## config.mk

```make
export PLATFORM = sky130hd
export DESIGN_NAME = bfa_zero_find
export DESIGN_NICKNAME = d
export VERILOG_FILES = /design/src/rtl/bfa_pkg.sv /design/src/rtl/bfa_zero_find.sv
export SDC_FILE = /design/constraint.sdc
export NUM_CORES = 1
export LEC_CHECK = 0
export BUFFER_PORTS_ARGS = -buffer_cell sky130_fd_sc_hd__buf_2
export CORE_AREA = 2 2 39 41
export DETAILED_ROUTE_END_ITERATION = 6
export DIE_AREA = 0 0 41 43
export GPL_TIMING_DRIVEN = 0
export PLACE_DENSITY = 0.76
export SYNTH_ARGS = -nofsm -noshare
export SYNTH_HDL_FRONTEND = slang
export SYNTH_SLANG_ARGS = --single-unit
```

## constraint.sdc

```tcl
create_clock -name vclk -period 3.8
set_clock_uncertainty 0.1 [all_clocks]
set_input_delay 0.76 -clock vclk [all_inputs]
set_output_delay 0.76 -clock vclk [all_outputs]
set_load 0.02 [all_outputs]
```

## src/rtl/bfa_pkg.sv

```systemverilog
// shared types and constants of the first-fit bitmap allocator
package bfa_pkg;

    localparam int WORD_W  = 32;
    localparam int BIT_W   = 5;
    localparam int BLK_W   = 3;
    localparam int DIRTY_W = 8;
    localparam int CFG_W   = 4;
    localparam int IDX_W   = 16;
    localparam int WIDX_W  = 11;

    typedef enum logic [1:0] {
        OP_ALLOC   = 2'd0,
        OP_FREE    = 2'd1,
        OP_LOAD    = 2'd2,
        OP_COLLECT = 2'd3
    } op_t;

    typedef struct packed {
        op_t                opcode;
        logic [IDX_W-1:0]   bit_index;
        logic [WIDX_W-1:0]  word_index;
        logic [WORD_W-1:0]  word_data;
    } req_t;

    typedef struct packed {
        logic [IDX_W-1:0]   allocated_index;
        logic               no_free;
        logic               bad_index;
        logic [DIRTY_W-1:0] dirty_mask;
    } rsp_t;

    typedef enum logic [2:0] {
        ST_CLEAR   = 3'd0,
        ST_IDLE    = 3'd1,
        ST_SCAN    = 3'd2,
        ST_FREE_WR = 3'd3,
        ST_RESP    = 3'd4
    } state_t;

    // status from the datapath to the sequencer
    typedef struct packed {
        logic s_fire;
        op_t  opcode;
        logic free_bad;
        logic found;
        logic scan_done;
        logic clear_last;
        logic out_free;
    } stat_t;

    // state decode from the sequencer to the datapath
    typedef struct packed {
        logic s_ready;
        logic clearing;
        logic scanning;
        logic free_wr;
        logic resp;
    } ctrl_t;

endpackage

```

## src/rtl/bfa_zero_find.sv

```systemverilog
// finds the lowest clear bit of a bitmap word
module bfa_zero_find (
    input  logic [bfa_pkg::WORD_W-1:0] word,
    output logic                       found,
    output logic [bfa_pkg::BIT_W-1:0]  pos
);

    always_comb begin
        found = ~&word;
        pos   = '0;
        // highest first so the lowest clear bit wins
        for (int b = bfa_pkg::WORD_W - 1; b >= 0; b--) begin
            if (!word[b]) begin
                pos = bfa_pkg::BIT_W'(b);
            end
        end
    end

endmodule

```

==> results.sh <==
export IMPL_run_status="finished clean"
export IMPL_criticalPathCategory="input port to primary output"
export IMPL_portBuffers=38
export IMPL_static_leakage_power_uw=0.000291
export IMPL_drt_initial_drc_count=10
export IMPL_cts_resized=0
export IMPL_final_cell_mix="38 x sky130_fd_sc_hd__buf_2, 11 x sky130_fd_sc_hd__nand2_1, 9 x sky130_fd_sc_hd__nand4_1"
export IMPL_min_delay_path_depth=4
export IMPL_grt_setup_unrepaired="false"
export IMPL_globalRouteOverflowTotal=0
export IMPL_die_width_um=41
export IMPL_design_core_area_mm2=0.00138
export IMPL_timing_fmax_mhz=368
export IMPL_powerDensity_mw_per_mm2=78.8
export IMPL_finalHoldWorstSlack_ns=1.80
export IMPL_yosys_top_cells_area="sky130_fd_sc_hd__nand4_1 14%, sky130_fd_sc_hd__nand2_1 11%, sky130_fd_sc_hd__nand3_1 7.6%"
export IMPL_n_fill_cell=152
export IMPL_hold_start="word[0]"
export IMPL_drc_errors=0
export IMPL_flops_and_latches=0
export IMPL_design_portCount=38
export IMPL_switching_power_uw=26.4
export IMPL_synth_warnings=0
export IMPL_syn_nets=98
export IMPL_number_of_global_route_vias_before_repair=533
export IMPL_critical_path_max_stage_delay_ns=0.27
export IMPL_synth_area_um2=393
export IMPL_core_rowCount=14
export IMPL_initial_core_util=0.284
export IMPL_postCtsHoldBufs=0
export IMPL_dp_hpwl_mm=1.11
export IMPL_crit_chain="buf_2 > inv_1 > o21ai_1 > a21o_1 > a2111oi_2 > o221a_2 > buf_2"
export IMPL_yosysUniqueCellTypes=22
export IMPL_cp_data_required_time_ns=2.94
export IMPL_synth_top_cell_area_share=0.143
export IMPL_path_common_cell="sky130_fd_sc_hd__buf_2"
export IMPL_ant_nets=0
export IMPL_internal_power_uw=21.1
export IMPL_synth_area_leader_cell="sky130_fd_sc_hd__nand4_1"
export IMPL_power_share_clock=0
export IMPL_drt_first_pass_iters=3
export IMPL_drt_total_wl_mm=1.24
export IMPL_vdd_ir_drop_worst_mv=0.0311
export IMPL_final_clkbuf_count=0
export IMPL_max_cap_viols=0
export IMPL_synthesis_instances=66
export IMPL_vias_per_cell=5.29
export IMPL_floorplan_die_height_um=43
export IMPL_power_combinational_fraction=1.000
export IMPL_final_setup_viol_count=0
export IMPL_ys_seq_area_frac=0
export IMPL_final_hold_fails=0
export IMPL_arrival_time_at_the_worst_endpoint_ns=1.86
export IMPL_slew_violations=0
export IMPL_grt_pass1_wl_mm=2.05
export IMPL_min_delay_path_class="input port to primary output"
export IMPL_max_slew_margin=0.827
export IMPL_register_area_um2=0
export IMPL_grt_max_degree=6
export IMPL_fin_crit_ns=2.72
export IMPL_multi_input_combinational_cell_area_um2=370
export IMPL_cpMaxStageDelayCell="sky130_fd_sc_hd__a2111oi_2"
export IMPL_final_setup_tns_ns=0
export IMPL_endpoint_kind="primary output"
export IMPL_gp_congestion=0.750
export IMPL_worst_pin_slew_ns=0.259
export IMPL_antenna_cells_inserted=0
export IMPL_min_to="pos[1]"
export IMPL_sequentialPowerShare=0
export IMPL_groute_usage_overall=0.155
export IMPL_grt_antenna_before_repair=0
export IMPL_critical_path_peak_fanout=4
export IMPL_post_cts_setup_buffer_count=0
export IMPL_layout_commonest_cell="sky130_fd_sc_hd__buf_2"
export IMPL_vias=635
export IMPL_fraction_of_layout_cells_with_a_size_suffix_above_1=0.423
export IMPL_avgSynthCellArea_um2=5.95
export IMPL_layout_nets=138
export IMPL_critical_path_startpoint_type="input port"
export IMPL_design_die_area_mm2=0.00176
export IMPL_power_share_switching=0.555
export IMPL_routedWlPerCell_um=10.4
export IMPL_flow_area_growth_from_synthesis_pct=53.5
export IMPL_fin_crit_sh=0.715
[worst max path at each step]
stage	startpoint	endpoint	slack (ns)	depth (start not counted)
2_1_floorplan	word[1]	pos[4]	1.22	3
3_3_place_gp	word[11]	pos[0]	1.06	7
3_5_place_dp	word[11]	pos[0]	1.07	7
4_1_cts	word[11]	pos[0]	1.06	7
5_1_grt	word[11]	pos[0]	1.02	7
6_report	word[11]	pos[0]	1.08	7
[metrics by stage]
stage / setup slack (ns) / instance area (µm²) / cells / power [µW] / util
floorplan: 1.22 / 393 / 66 / 17.5 / -
global placement: 1.06 / 603 / 120 / 46.5 / 0.436
detailed placement: 1.07 / 603 / 120 / 47.5 / 0.436
CTS: 1.06 / 603 / 120 / 47.7 / 0.436
global route: 1.02 / 603 / 120 / 53.9 / 0.436
finish: 1.08 / 603 / 120 / 47.5 / 0.436
[final cells by class]
class	count	area share
well taps	16	0.0332
inverters	6	0.0373
repair buffers	38	0.315
multi-input cells	60	0.614
[power groups by stage]
stage	logic (µW)	registers, µW	clock network [µW]
detailed placement	47.5	0	0
global placement	46.5	0	0
finish	47.5	0	0
global route	53.9	0	0
floorplan	17.5	0	0
CTS	47.7	0	0
[cell usage after synthesis (all sizes together)]
cell     number
nand3         6
o21bai        1
nor2          4
nand3b        2
a21oi         5
nand4         9
a2111oi       1
o21ai         5
nor4          1
nand2b        1
a21o          1
inv           6
a31oi         4
a211oi        1
and4          1
o2111ai       2
nand2        11
o221a         1
or3           2
nor3          2
[layer usage]
layer,share of wire,track usage,vias to the layer above,wire length (µm)
met2,0.47,0.247,25,581
met3,0.099,0.0209,0,123
li1,-,-,341,-
met1,0.43,0.229,269,538
met4,0,0,0,0
met5,0,0,-,0
[logic make-up after synthesis]
group / count (synthesis) / share of synthesized area
and+or+nand+nor: 39 / 0.583
AOI/OAI and AO/OA: 21 / 0.360
buffers and inverters: 6 / 0.0573
[worst max-delay path, delay by kind of cell]
family / cells / cell delay [ns]
compound gates: 4 / 0.78
buf+inv: 3 / 0.33
Note: power is estimated with default switching activity, not from simulation.
