[config.mk]
export PLATFORM = sky130hd
export DESIGN_NAME = bfa_ctrl
export DESIGN_NICKNAME = d
export VERILOG_FILES = /design/src/rtl/bfa_pkg.sv /design/src/rtl/bfa_ctrl.sv
export SDC_FILE = /design/constraint.sdc
export NUM_CORES = 1
export LEC_CHECK = 0
export BUFFER_PORTS_ARGS = -buffer_cell sky130_fd_sc_hd__buf_2
export CAP_MARGIN = 40
export CORE_AREA = 10 10 47 49
export CTS_CLUSTER_SIZE = 28
export DETAILED_ROUTE_END_ITERATION = 10
export DIE_AREA = 0 0 57 59
export PLACE_DENSITY_LB_ADDON = 0.08
export SYNTH_ARGS = -nofsm -noshare
export SYNTH_HDL_FRONTEND = slang
export SYNTH_SLANG_ARGS = --single-unit
[constraint.sdc]
create_clock -name aclk -period 1.75 [get_ports aclk]
set_input_delay 0.2625 -clock aclk [delete_from_list [all_inputs] [get_ports aclk]]
set_output_delay 0.2625 -clock aclk [all_outputs]
set_load 0.03 [all_outputs]
[src/rtl/bfa_pkg.sv]
// shared types and constants of the first-fit bitmap allocator
package bfa_pkg;

    localparam int WORD_W  = 32;
    localparam int BIT_W   = 5;
    localparam int BLK_W   = 3;
    localparam int DIRTY_W = 8;
    localparam int CFG_W   = 4;
    localparam int IDX_W   = 16;
    localparam int WIDX_W  = 11;

    typedef enum logic [1:0] {
        OP_ALLOC   = 2'd0,
        OP_FREE    = 2'd1,
        OP_LOAD    = 2'd2,
        OP_COLLECT = 2'd3
    } op_t;

    typedef struct packed {
        op_t                opcode;
        logic [IDX_W-1:0]   bit_index;
        logic [WIDX_W-1:0]  word_index;
        logic [WORD_W-1:0]  word_data;
    } req_t;

    typedef struct packed {
        logic [IDX_W-1:0]   allocated_index;
        logic               no_free;
        logic               bad_index;
        logic [DIRTY_W-1:0] dirty_mask;
    } rsp_t;

    typedef enum logic [2:0] {
        ST_CLEAR   = 3'd0,
        ST_IDLE    = 3'd1,
        ST_SCAN    = 3'd2,
        ST_FREE_WR = 3'd3,
        ST_RESP    = 3'd4
    } state_t;

    // status from the datapath to the sequencer
    typedef struct packed {
        logic s_fire;
        op_t  opcode;
        logic free_bad;
        logic found;
        logic scan_done;
        logic clear_last;
        logic out_free;
    } stat_t;

    // state decode from the sequencer to the datapath
    typedef struct packed {
        logic s_ready;
        logic clearing;
        logic scanning;
        logic free_wr;
        logic resp;
    } ctrl_t;

endpackage

[src/rtl/bfa_ctrl.sv]
// sequencer of the allocator: clear pass, scan, free read-modify-write, response
module bfa_ctrl (
    input  logic            aclk,
    input  logic            aresetn,
    input  bfa_pkg::stat_t  stat,
    output bfa_pkg::ctrl_t  ctrl
);

    bfa_pkg::state_t state_reg, state_next;

    always_ff @(posedge aclk) begin
        if (!aresetn) begin
            state_reg <= bfa_pkg::ST_CLEAR;
        end else begin
            state_reg <= state_next;
        end
    end

    always_comb begin
        state_next = state_reg;
        unique case (state_reg)
            bfa_pkg::ST_CLEAR: begin
                if (stat.clear_last) begin
                    state_next = bfa_pkg::ST_IDLE;
                end
            end
            bfa_pkg::ST_IDLE: begin
                if (stat.s_fire) begin
                    case (stat.opcode)
                        bfa_pkg::OP_ALLOC: state_next = bfa_pkg::ST_SCAN;
                        bfa_pkg::OP_FREE: begin
                            state_next = stat.free_bad ? bfa_pkg::ST_RESP
                                                       : bfa_pkg::ST_FREE_WR;
                        end
                        default: state_next = bfa_pkg::ST_RESP;
                    endcase
                end
            end
            bfa_pkg::ST_SCAN: begin
                if (stat.found || stat.scan_done) begin
                    state_next = bfa_pkg::ST_RESP;
                end
            end
            bfa_pkg::ST_FREE_WR: state_next = bfa_pkg::ST_RESP;
            bfa_pkg::ST_RESP: begin
                if (stat.out_free) begin
                    state_next = bfa_pkg::ST_IDLE;
                end
            end
            default: state_next = bfa_pkg::ST_IDLE;
        endcase
    end

    always_comb begin
        ctrl = '0;
        unique case (state_reg)
            bfa_pkg::ST_CLEAR:   ctrl.clearing = 1'b1;
            bfa_pkg::ST_IDLE:    ctrl.s_ready  = 1'b1;
            bfa_pkg::ST_SCAN:    ctrl.scanning = 1'b1;
            bfa_pkg::ST_FREE_WR: ctrl.free_wr  = 1'b1;
            bfa_pkg::ST_RESP:    ctrl.resp     = 1'b1;
            default:             ctrl          = '0;
        endcase
    end

endmodule

==> flow_metrics.env, run 1 <==
export IMPL_status="completed"
export IMPL_crit_path_cell_trace="and3b_2, buf_2"
export IMPL_startpoint_type="flop"
export IMPL_multiInputGateArea_sq_um=160
export IMPL_fillers=165
export IMPL_clock_sinks=3
export IMPL_cts_clk_slew_worst_paths_ns=0.04
export IMPL_gp_congestion=0.747
export IMPL_wl_per_cell_microns=12.1
export IMPL_ioPinCount=15
export IMPL_drc=0
export IMPL_holdCritPathClass="input pin to flop"
export IMPL_post_synth_cell_area_avg_sq_um=9.24
export IMPL_ys_seq_elements=3
export IMPL_synth_area_sq_um=240
export IMPL_p_per_area_nw_per_um2=803
export IMPL_die_h_microns=59
export IMPL_synth_distinct_cells=20
export IMPL_drtAntennaViolNets=0
export IMPL_numCtsBuffers=3
export IMPL_crit_family="flip-flops"
export IMPL_cp_required_ns=1.49
export IMPL_final_setup_tns_ns=0
export IMPL_cts_tree="yes"
export IMPL_reg2reg_depth=3
export IMPL_cts_root_buffer="clkbuf_4"
export IMPL_leakage_nw=0.146
export IMPL_relSlewSlack_pct=73.7
export IMPL_area_delta_synth_final_pct=41.7
export IMPL_cpPeakStageDelay_ns=0.55
export IMPL_r2r_end="state_reg[2]"
export IMPL_seq_area_frac_synth_pct=25.0
export IMPL_drive_gt1_share_pct=52.4
export IMPL_yosysWarnings=0
export IMPL_hold_buffers=0
export IMPL_fin_crit_ns=1.47
export IMPL_nets=53
export IMPL_finalSetupViolations=0
export IMPL_timing_hold_violations_final=0
export IMPL_post_cts_setup_buffers=0
export IMPL_core_sq_um=1400
export IMPL_irDropWorstVdd_uv=242
export IMPL_netlist_instances=26
export IMPL_htree_levels=1
export IMPL_rows=14
export IMPL_hold_end="state_reg[2]"
export IMPL_seqCellArea_sq_um=60.1
export IMPL_first_pass_iters=2
export IMPL_antenna_cells=0
export IMPL_vias=248
export IMPL_rsz0062_at_grt="no"
export IMPL_viasPerCell=4.28
export IMPL_dpl_worst_slack_ns=0.510
export IMPL_drv_slew=0
export IMPL_ff2ff_setup_slack_ns=0.59
export IMPL_final_cells=58
export IMPL_fmax_mhz=679
export IMPL_cap_violations=0
export IMPL_largest_register_ffs=3
export IMPL_die_x_microns=57
export IMPL_port_buffers=14
export IMPL_start_util_pct=17.1
export IMPL_clock_skew_ns=0.000473
export IMPL_clk_latency_ns=0.23
export IMPL_critPathBufInv=1
export IMPL_fp_dieArea_sq_um=3360
export IMPL_grt_pass1_vias=261
export IMPL_cts_resized=0
export IMPL_worstMarginPinSlew_ns=0.394
export IMPL_r2r_start="state_reg[1]"
export IMPL_cts_path_max_buffers=2
export IMPL_cp_slowest_cell="dfxtp_1"
export IMPL_layout_setup_ws_ns=0.278
export IMPL_critical_path_class="flop to primary output"
export IMPL_cp_max_fo=11
export IMPL_arrival_ns=1.21
export IMPL_finalWirelength_microns=704
export IMPL_antenna_found_initial=0
export IMPL_grt_pass1_wl_microns=1120
export IMPL_hold_depth=2
export IMPL_gr_usage_all_layers_pct=4.31
export IMPL_grt_max_degree=12
export IMPL_syn_num_nets=36
export IMPL_first_iter_violations=5
export IMPL_end_kind="primary output"
export IMPL_min_period_over_period_pct=84.1
export IMPL_dpl_cell_count=54
export IMPL_grt_ovfl_total=0
export IMPL_hp_start="aresetn"
==> cells in the final DEF (no fill, tap or decap) <==
master and n:
buf_2 14, clkbuf_4 3, dfxtp_1 3, nor2_1 2, nor3b_1 2, nor3_1 2
a21oi_1 2, and2_1 1, and3b_2 1, a211oi_2 1, o21a_1 1, nor4b_4 1
nand2b_2 1, nand2_1 1, o211ai_1 1, inv_1 1, o311a_1 1, o22ai_1 1
nor4_2 1, a31o_1 1, clkbuf_1 1
==> metal layers <==
| metal | vias to the layer above | part of all wire, % | GRT usage, % | routed length [microns] |
|---|---|---|---|---|
| met3 | 0 | 4.5 | 1.50 | 32 |
| met4 | 0 | 0 | 4.03 | 0 |
| met1 | 111 | 43 | 4.36 | 303 |
| met5 | - | 0 | 0 | 0 |
| li1 | 131 | - | - | - |
| met2 | 6 | 52 | 6.82 | 368 |
==> cell families (layout without fill, tap and decap cells) <==
group | count (synthesis) | count (layout) | synth area share, %
buffers and inverters | 3 | 19 | 8.33
and+or+nand+nor | 12 | 12 | 40.6
DFF | 3 | 3 | 25.0
AOI/OAI and AO/OA | 8 | 8 | 26.0
==> worst register-to-register path, cell delays in order (launching register included) <==
cell     delay [ns]
dfxtp_1        0.50
nor4b_4        0.29
nor4_2         0.08
a31o_1         0.18
==> through the flow <==
stage          total power [mW]  area, sq um  hold slack, ns  utilization [%]
2_1_floorplan             0.131          240           0.404                -
3_3_place_gp              0.156          314           0.536             22.4
3_5_place_dp              0.156          314           0.550             22.4
4_1_cts                   0.282          340           0.312             24.3
5_1_grt                   0.291          340           0.325             24.3
6_report                  0.273          340           0.321             24.3
==> cells in the mapped netlist <==
cell type	number	area share (%)
dfxtp_1	3	25
a21oi_1	2	4.2
nor2_1	2	3.1
nor3_1	2	4.2
nor3b_1	2	6.2
a211oi_2	1	5.2
a31o_1	1	3.6
and2_1	1	2.6
and3b_2	1	4.2
buf_2	1	2.1
buf_6	1	4.7
inv_1	1	1.6
nand2_1	1	1.6
nand2b_2	1	3.6
nor4_2	1	5.2
nor4b_4	1	9.9
o211ai_1	1	3.1
o21a_1	1	3.1
o22ai_1	1	2.6
o311a_1	1	4.2
==> layout make-up <==
type                            instances  area share [%]
Inverter                                1            1.10
Sequential cell                         3            17.6
Timing Repair Buffer                   14            20.6
Multi-Input combinational cell         20            47.1
Clock buffer                            4            7.72
Tap cell                               16            5.88
==> how the worst max path moves through the flow <==
stage	from	to	slack [ns]	depth (start not counted)
CTS	state_reg[0]	ctrl[1]	0.25	2
global route	state_reg[1]	ctrl[2]	0.18	2
finish	state_reg[0]	ctrl[1]	0.28	2
detailed placement	state_reg[0]	ctrl[1]	0.51	2
floorplan	state_reg[0]	ctrl[0]	0.26	2
global placement	state_reg[0]	ctrl[1]	0.52	2
==> power breakdown <==
part	total (mW)	internal (mW)	switching [mW]
sequential	0.0865	0.0736	0.0129
combinational	0.0676	0.0286	0.0390
clock	0.119	0.0853	0.0337
total	0.273	0.188	0.0856
Note: power is estimated with default switching activity, not from simulation.
==> inputs of run 2 (changes only) <==
clock period = 1.3 ns   (was 1.75 ns; I/O delays follow)
==> run 2 against run 1 <==
Compared with the run above:
- die area stayed put
- design area grew 13%
- clock power rose by 35%
- worst hold slack worse by 0.063 ns
- setup slack lost 0.22 ns
- non-clock buffer count up 2
- sequential share of layout area increased by 0.27 points
- via count is 9.3% higher
- critical path type unchanged
==> flow_metrics.env, run 2 (same netlist as run 1, synthesis figures left out) <==
export IMPL_status="completed"
export IMPL_place_hpwl_microns=642
export IMPL_nets=55
export IMPL_holdCritPathClass="input pin to flop"
export IMPL_seqCellArea_sq_um=68.8
export IMPL_drive_gt1_share_pct=68.2
export IMPL_finalWirelength_microns=793
export IMPL_cp_required_ns=1.11
export IMPL_first_pass_iters=1
export IMPL_cp_slowest_cell="dfxtp_4"
export IMPL_ioPinCount=15
export IMPL_clock_skew_ns=0.000670
export IMPL_cp_max_fo=6
export IMPL_gp_congestion=0.714
export IMPL_gr_usage_all_layers_pct=4.84
export IMPL_multiInputGateArea_sq_um=175
export IMPL_dpl_cell_count=55
export IMPL_critPathBufInv=2
export IMPL_die_x_microns=57
export IMPL_irDropWorstVdd_uv=276
export IMPL_fin_crit_ns=1.25
export IMPL_start_util_pct=17.1
export IMPL_min_period_over_period_pct=95.8
export IMPL_antenna_found_initial=0
export IMPL_power_share_clock_pct=41.5
export IMPL_internal_power_mw=0.265
export IMPL_cpPeakStageDelay_ns=0.37
export IMPL_swShare_pct=31.6
export IMPL_p_sw_mw=0.122
export IMPL_htree_levels=1
export IMPL_cts_tree="yes"
export IMPL_place_area_sq_um=337
export IMPL_finalSetupViolations=0
export IMPL_die_h_microns=59
export IMPL_crit_path_cell_trace="buf_4, and2_1, buf_2"
export IMPL_largest_register_ffs=3
export IMPL_fin_total_pwr_mw=0.387
export IMPL_fp_dieArea_sq_um=3360
export IMPL_area_delta_synth_final_pct=59.9
export IMPL_core_sq_um=1400
export IMPL_startpoint_type="flop"
export IMPL_drv_slew=0
export IMPL_grt_pass1_vias=294
export IMPL_viasPerCell=4.52
export IMPL_p_comb_share_pct=29.6
export IMPL_p_per_area_nw_per_um2=1010
export IMPL_drtAntennaViolNets=0
export IMPL_grt_max_degree=11
export IMPL_fmax_mhz=803
export IMPL_relSlewSlack_pct=82.2
export IMPL_final_cells=60
export IMPL_critical_path_class="flop to primary output"
export IMPL_final_cell_mix="12 x buf_2, 4 x buf_4, 3 x clkbuf_4"
export IMPL_cts_root_buffer="clkbuf_4"
export IMPL_whs_ns=0.258
export IMPL_grt_ovfl_total=0
export IMPL_crit_family="flip-flops"
export IMPL_rows=14
export IMPL_cap_violations=0
export IMPL_stdcell_area_sq_um=384
export IMPL_first_iter_violations=0
export IMPL_numCtsBuffers=3
export IMPL_port_buffers=14
export IMPL_cts_clk_slew_worst_paths_ns=0.04
export IMPL_timing_hold_violations_final=0
export IMPL_seq_power_share_pct=28.9
export IMPL_fillers=167
export IMPL_hold_buffers=0
export IMPL_drc=0
export IMPL_grt_pass1_wl_microns=1280
export IMPL_cts_path_max_buffers=2
export IMPL_end_kind="primary output"
export IMPL_clock_sinks=3
export IMPL_antenna_cells=0
export IMPL_arrival_ns=1.05
export IMPL_final_setup_tns_ns=0
export IMPL_vias=271
export IMPL_rsz0062_at_grt="no"
export IMPL_wl_per_cell_microns=13.2
export IMPL_leakage_nw=0.165
export IMPL_clk_latency_ns=0.23
export IMPL_final_common_cell="buf_2"
export IMPL_worstMarginPinSlew_ns=0.265
==> run 2: path summary, 6_finish.rpt <==
kind / from / to / slack, ns / cells after the start
max: state_reg[0] / ctrl[4] / 0.05 / 3
max reg2reg: state_reg[0] / state_reg[2] / 0.11 / 4
min: aresetn / state_reg[0] / 0.26 / 3
min reg2reg: state_reg[2] / state_reg[0] / 0.52 / 2
==> run 2: metrics by stage <==
stage | setup slack [ns] | util (%)
after floorplan | 0.154 | -
after global placement | 0.140 | 24.0
after detailed placement | 0.103 | 24.0
after CTS | 0.0243 | 27.8
after global routing | 0.00427 | 27.4
final | 0.0546 | 27.4
==> run 2: worst register-to-register path: cells and delay by family (launching register included) <==
| kind | cells | cell delay [ns] |
|---|---|---|
| flip-flops | 1 | 0.35 |
| AND/OR/NAND/NOR | 2 | 0.39 |
| AO/OA/AOI/OAI | 1 | 0.18 |
| buffers and inverters | 1 | 0.16 |
==> run 2: area by class of cell <==
cell class,count,share of cell area [%]
Tap cell,16,5.21
Timing Repair Buffer,16,23.5
Sequential cell,3,17.9
Inverter,1,0.977
Multi-Input combinational cell,20,45.6
Clock buffer,4,6.84
==> run 2: repair_timing <==
action	4_1_cts	5_1_grt
gates resized for setup	6	1
gates cloned	0	0
buffers inserted	2	0
setup endpoints to repair	5	5
pin swaps	0	2
==> run 2: per-layer routing <==
layer / track usage (%) / vias up / share of wire, %
met5: 0 / - / 0
li1: - / 134 / -
met4: 4.03 / 0 / 0
met2: 8.37 / 9 / 50
met1: 4.05 / 128 / 36
met3: 2.58 / 0 / 13
==> run 2: power by group through the flow <==
stage / combinational (mW) / sequential [mW] / clock, mW
floorplan: 0.0743 / 0.107 / 0
global placement: 0.104 / 0.116 / 0
detailed placement: 0.106 / 0.117 / 0
CTS: 0.126 / 0.109 / 0.172
global route: 0.124 / 0.115 / 0.177
finish: 0.114 / 0.112 / 0.161
==> inputs of run 3 (changes only) <==
GPL_ROUTABILITY_DRIVEN = 0   (was default)
REMOVE_ABC_BUFFERS = 1   (was default)
==> run 3 against run 2 <==
Compared with the run above:
- global-route usage about the same
- worst hold slack got worse by 0.011 ns
- combinational power down 16%
- highest routed layer unchanged
- register-to-register slack improved by 0.13 ns
- clock skew is 0.0024 ns higher
- sequential power up 7%
- largest cell class unchanged
- non-clock buffer count decreased by 2
- die area is the same
- core utilization fell by 1.8 points
- design area down 6.5%
- flip-flop and latch count did not move
- routed wire length down 6.7%
==> flow_metrics.env, run 3 (same netlist as run 1, synthesis figures left out) <==
export IMPL_status="completed"
export IMPL_start_util_pct=17.1
export IMPL_timing_hold_violations_final=0
export IMPL_post_cts_setup_buffers=0
export IMPL_rows=14
export IMPL_htree_levels=1
export IMPL_holdCritPathClass="input pin to flop"
export IMPL_startpoint_type="flop"
export IMPL_dpl_worst_slack_ns=0.122
export IMPL_clock_sinks=3
export IMPL_drc=0
export IMPL_stdcell_area_sq_um=359
export IMPL_antenna_found_initial=0
export IMPL_grt_ovfl_total=0
export IMPL_critical_path_class="flop to primary output"
export IMPL_cp_slowest_cell="dfxtp_2"
export IMPL_leakage_nw=0.151
export IMPL_finalWirelength_microns=740
export IMPL_p_per_area_nw_per_um2=1050
export IMPL_layout_setup_ws_ns=0.0558
export IMPL_cpPeakStageDelay_ns=0.39
export IMPL_grt_pass1_wl_microns=1260
export IMPL_area_delta_synth_final_pct=49.5
export IMPL_place_hpwl_microns=631
export IMPL_finalSetupViolations=0
export IMPL_arrival_ns=1.05
export IMPL_crit_path_cell_trace="nor3b_1, buf_2"
export IMPL_wl_per_cell_microns=12.8
export IMPL_dpl_cell_count=54
export IMPL_core_sq_um=1400
export IMPL_critPathBufInv=1
export IMPL_relSlewSlack_pct=81.9
export IMPL_fp_dieArea_sq_um=3360
export IMPL_hold_depth=3
export IMPL_drtAntennaViolNets=0
export IMPL_cap_violations=0
export IMPL_place_area_sq_um=314
export IMPL_final_common_cell="buf_2"
export IMPL_clock_skew_ns=0.00311
export IMPL_first_pass_iters=2
export IMPL_reg2reg_depth=3
export IMPL_largest_register_ffs=3
export IMPL_irDropWorstVdd_uv=420
export IMPL_cts_root_buffer="clkbuf_4"
export IMPL_first_iter_violations=2
export IMPL_min_period_over_period_pct=95.7
export IMPL_path_depth=2
export IMPL_die_x_microns=57
export IMPL_fin_crit_ns=1.24
export IMPL_vias=261
export IMPL_grt_max_degree=12
export IMPL_cts_clk_slew_worst_paths_ns=0.04
export IMPL_grt_pass1_vias=291
export IMPL_numCtsBuffers=3
export IMPL_drive_gt1_share_pct=64.3
export IMPL_final_cell_mix="12 x buf_2, 4 x clkbuf_4, 2 x nor3_1, 2 x a21oi_1, 2 x dfxtp_2"
export IMPL_port_buffers=14
export IMPL_antenna_cells=0
export IMPL_die_h_microns=59
export IMPL_nets=53
export IMPL_viasPerCell=4.50
export IMPL_end_kind="primary output"
export IMPL_ioPinCount=15
export IMPL_final_cells=58
export IMPL_clk_latency_ns=0.23
export IMPL_worstMarginPinSlew_ns=0.270
export IMPL_rsz0062_at_grt="no"
export IMPL_cts_tree="yes"
export IMPL_cp_required_ns=1.11
export IMPL_gr_usage_all_layers_pct=4.80
export IMPL_crit_family="flip-flops"
export IMPL_drv_slew=0
export IMPL_cp_max_fo=8
export IMPL_cts_path_max_buffers=2
export IMPL_fmax_mhz=804
-- run 3: path summary, 6_finish.rpt --
kind	end	slack [ns]	start
worst min register to register	state_reg[0]	0.54	state_reg[2]
worst max-delay path	ctrl[0]	0.06	state_reg[2]
worst max register to register	state_reg[2]	0.24	state_reg[0]
worst min-delay path	state_reg[1]	0.25	aresetn
-- run 3: timing repair --
item / 4_1_cts / 5_1_grt
gates resized for setup: 4 / 4
hold buffers: 0 / 0
setup endpoints to repair: 4 / 3
-- run 3: worst min-delay path, cell delays in order --
cell	delay, ns
buf_2	0.13
nand2b_2	0.08
nor2_1	0.04
-- run 3: where the power goes --
| part | total, mW | switching, mW | internal (mW) |
|---|---|---|---|
| sequential | 0.120 | 0.0189 | 0.101 |
| combinational | 0.0957 | 0.0541 | 0.0416 |
| clock | 0.163 | 0.0479 | 0.115 |
-- run 3: area by class of cell --
| class | instances | area (sq um) |
|---|---|---|
| Timing Repair Buffer | 14 | 75.1 |
| Clock buffer | 4 | 26.3 |
| Sequential cell | 3 | 66.3 |
| Inverter | 1 | 3.75 |
| Fill cell | 162 | 1040 |
| Tap cell | 16 | 20.0 |
| Multi-Input combinational cell | 20 | 168 |
-- run 3: per-layer routing --
metal / GRT usage, % / up-vias / share of wire [%]
li1: - / 133 / -
met3: 2.79 / 0 / 8.5
met2: 7.60 / 8 / 49
met5: 0 / - / 0
met1: 4.40 / 120 / 43
met4: 4.03 / 0 / 0
-- run 3: per-stage QoR --
step / util (%) / hold slack, ns / setup TNS, ns / total power [mW]
finish: 25.6 / 0.248 / 0 / 0.378
global route: 25.6 / 0.259 / 0 / 0.408
CTS: 24.7 / 0.245 / 0 / 0.383
detailed placement: 22.4 / 0.491 / 0 / 0.212
global placement: 22.4 / 0.489 / 0 / 0.212
floorplan: - / 0.337 / -0.177 / 0.171
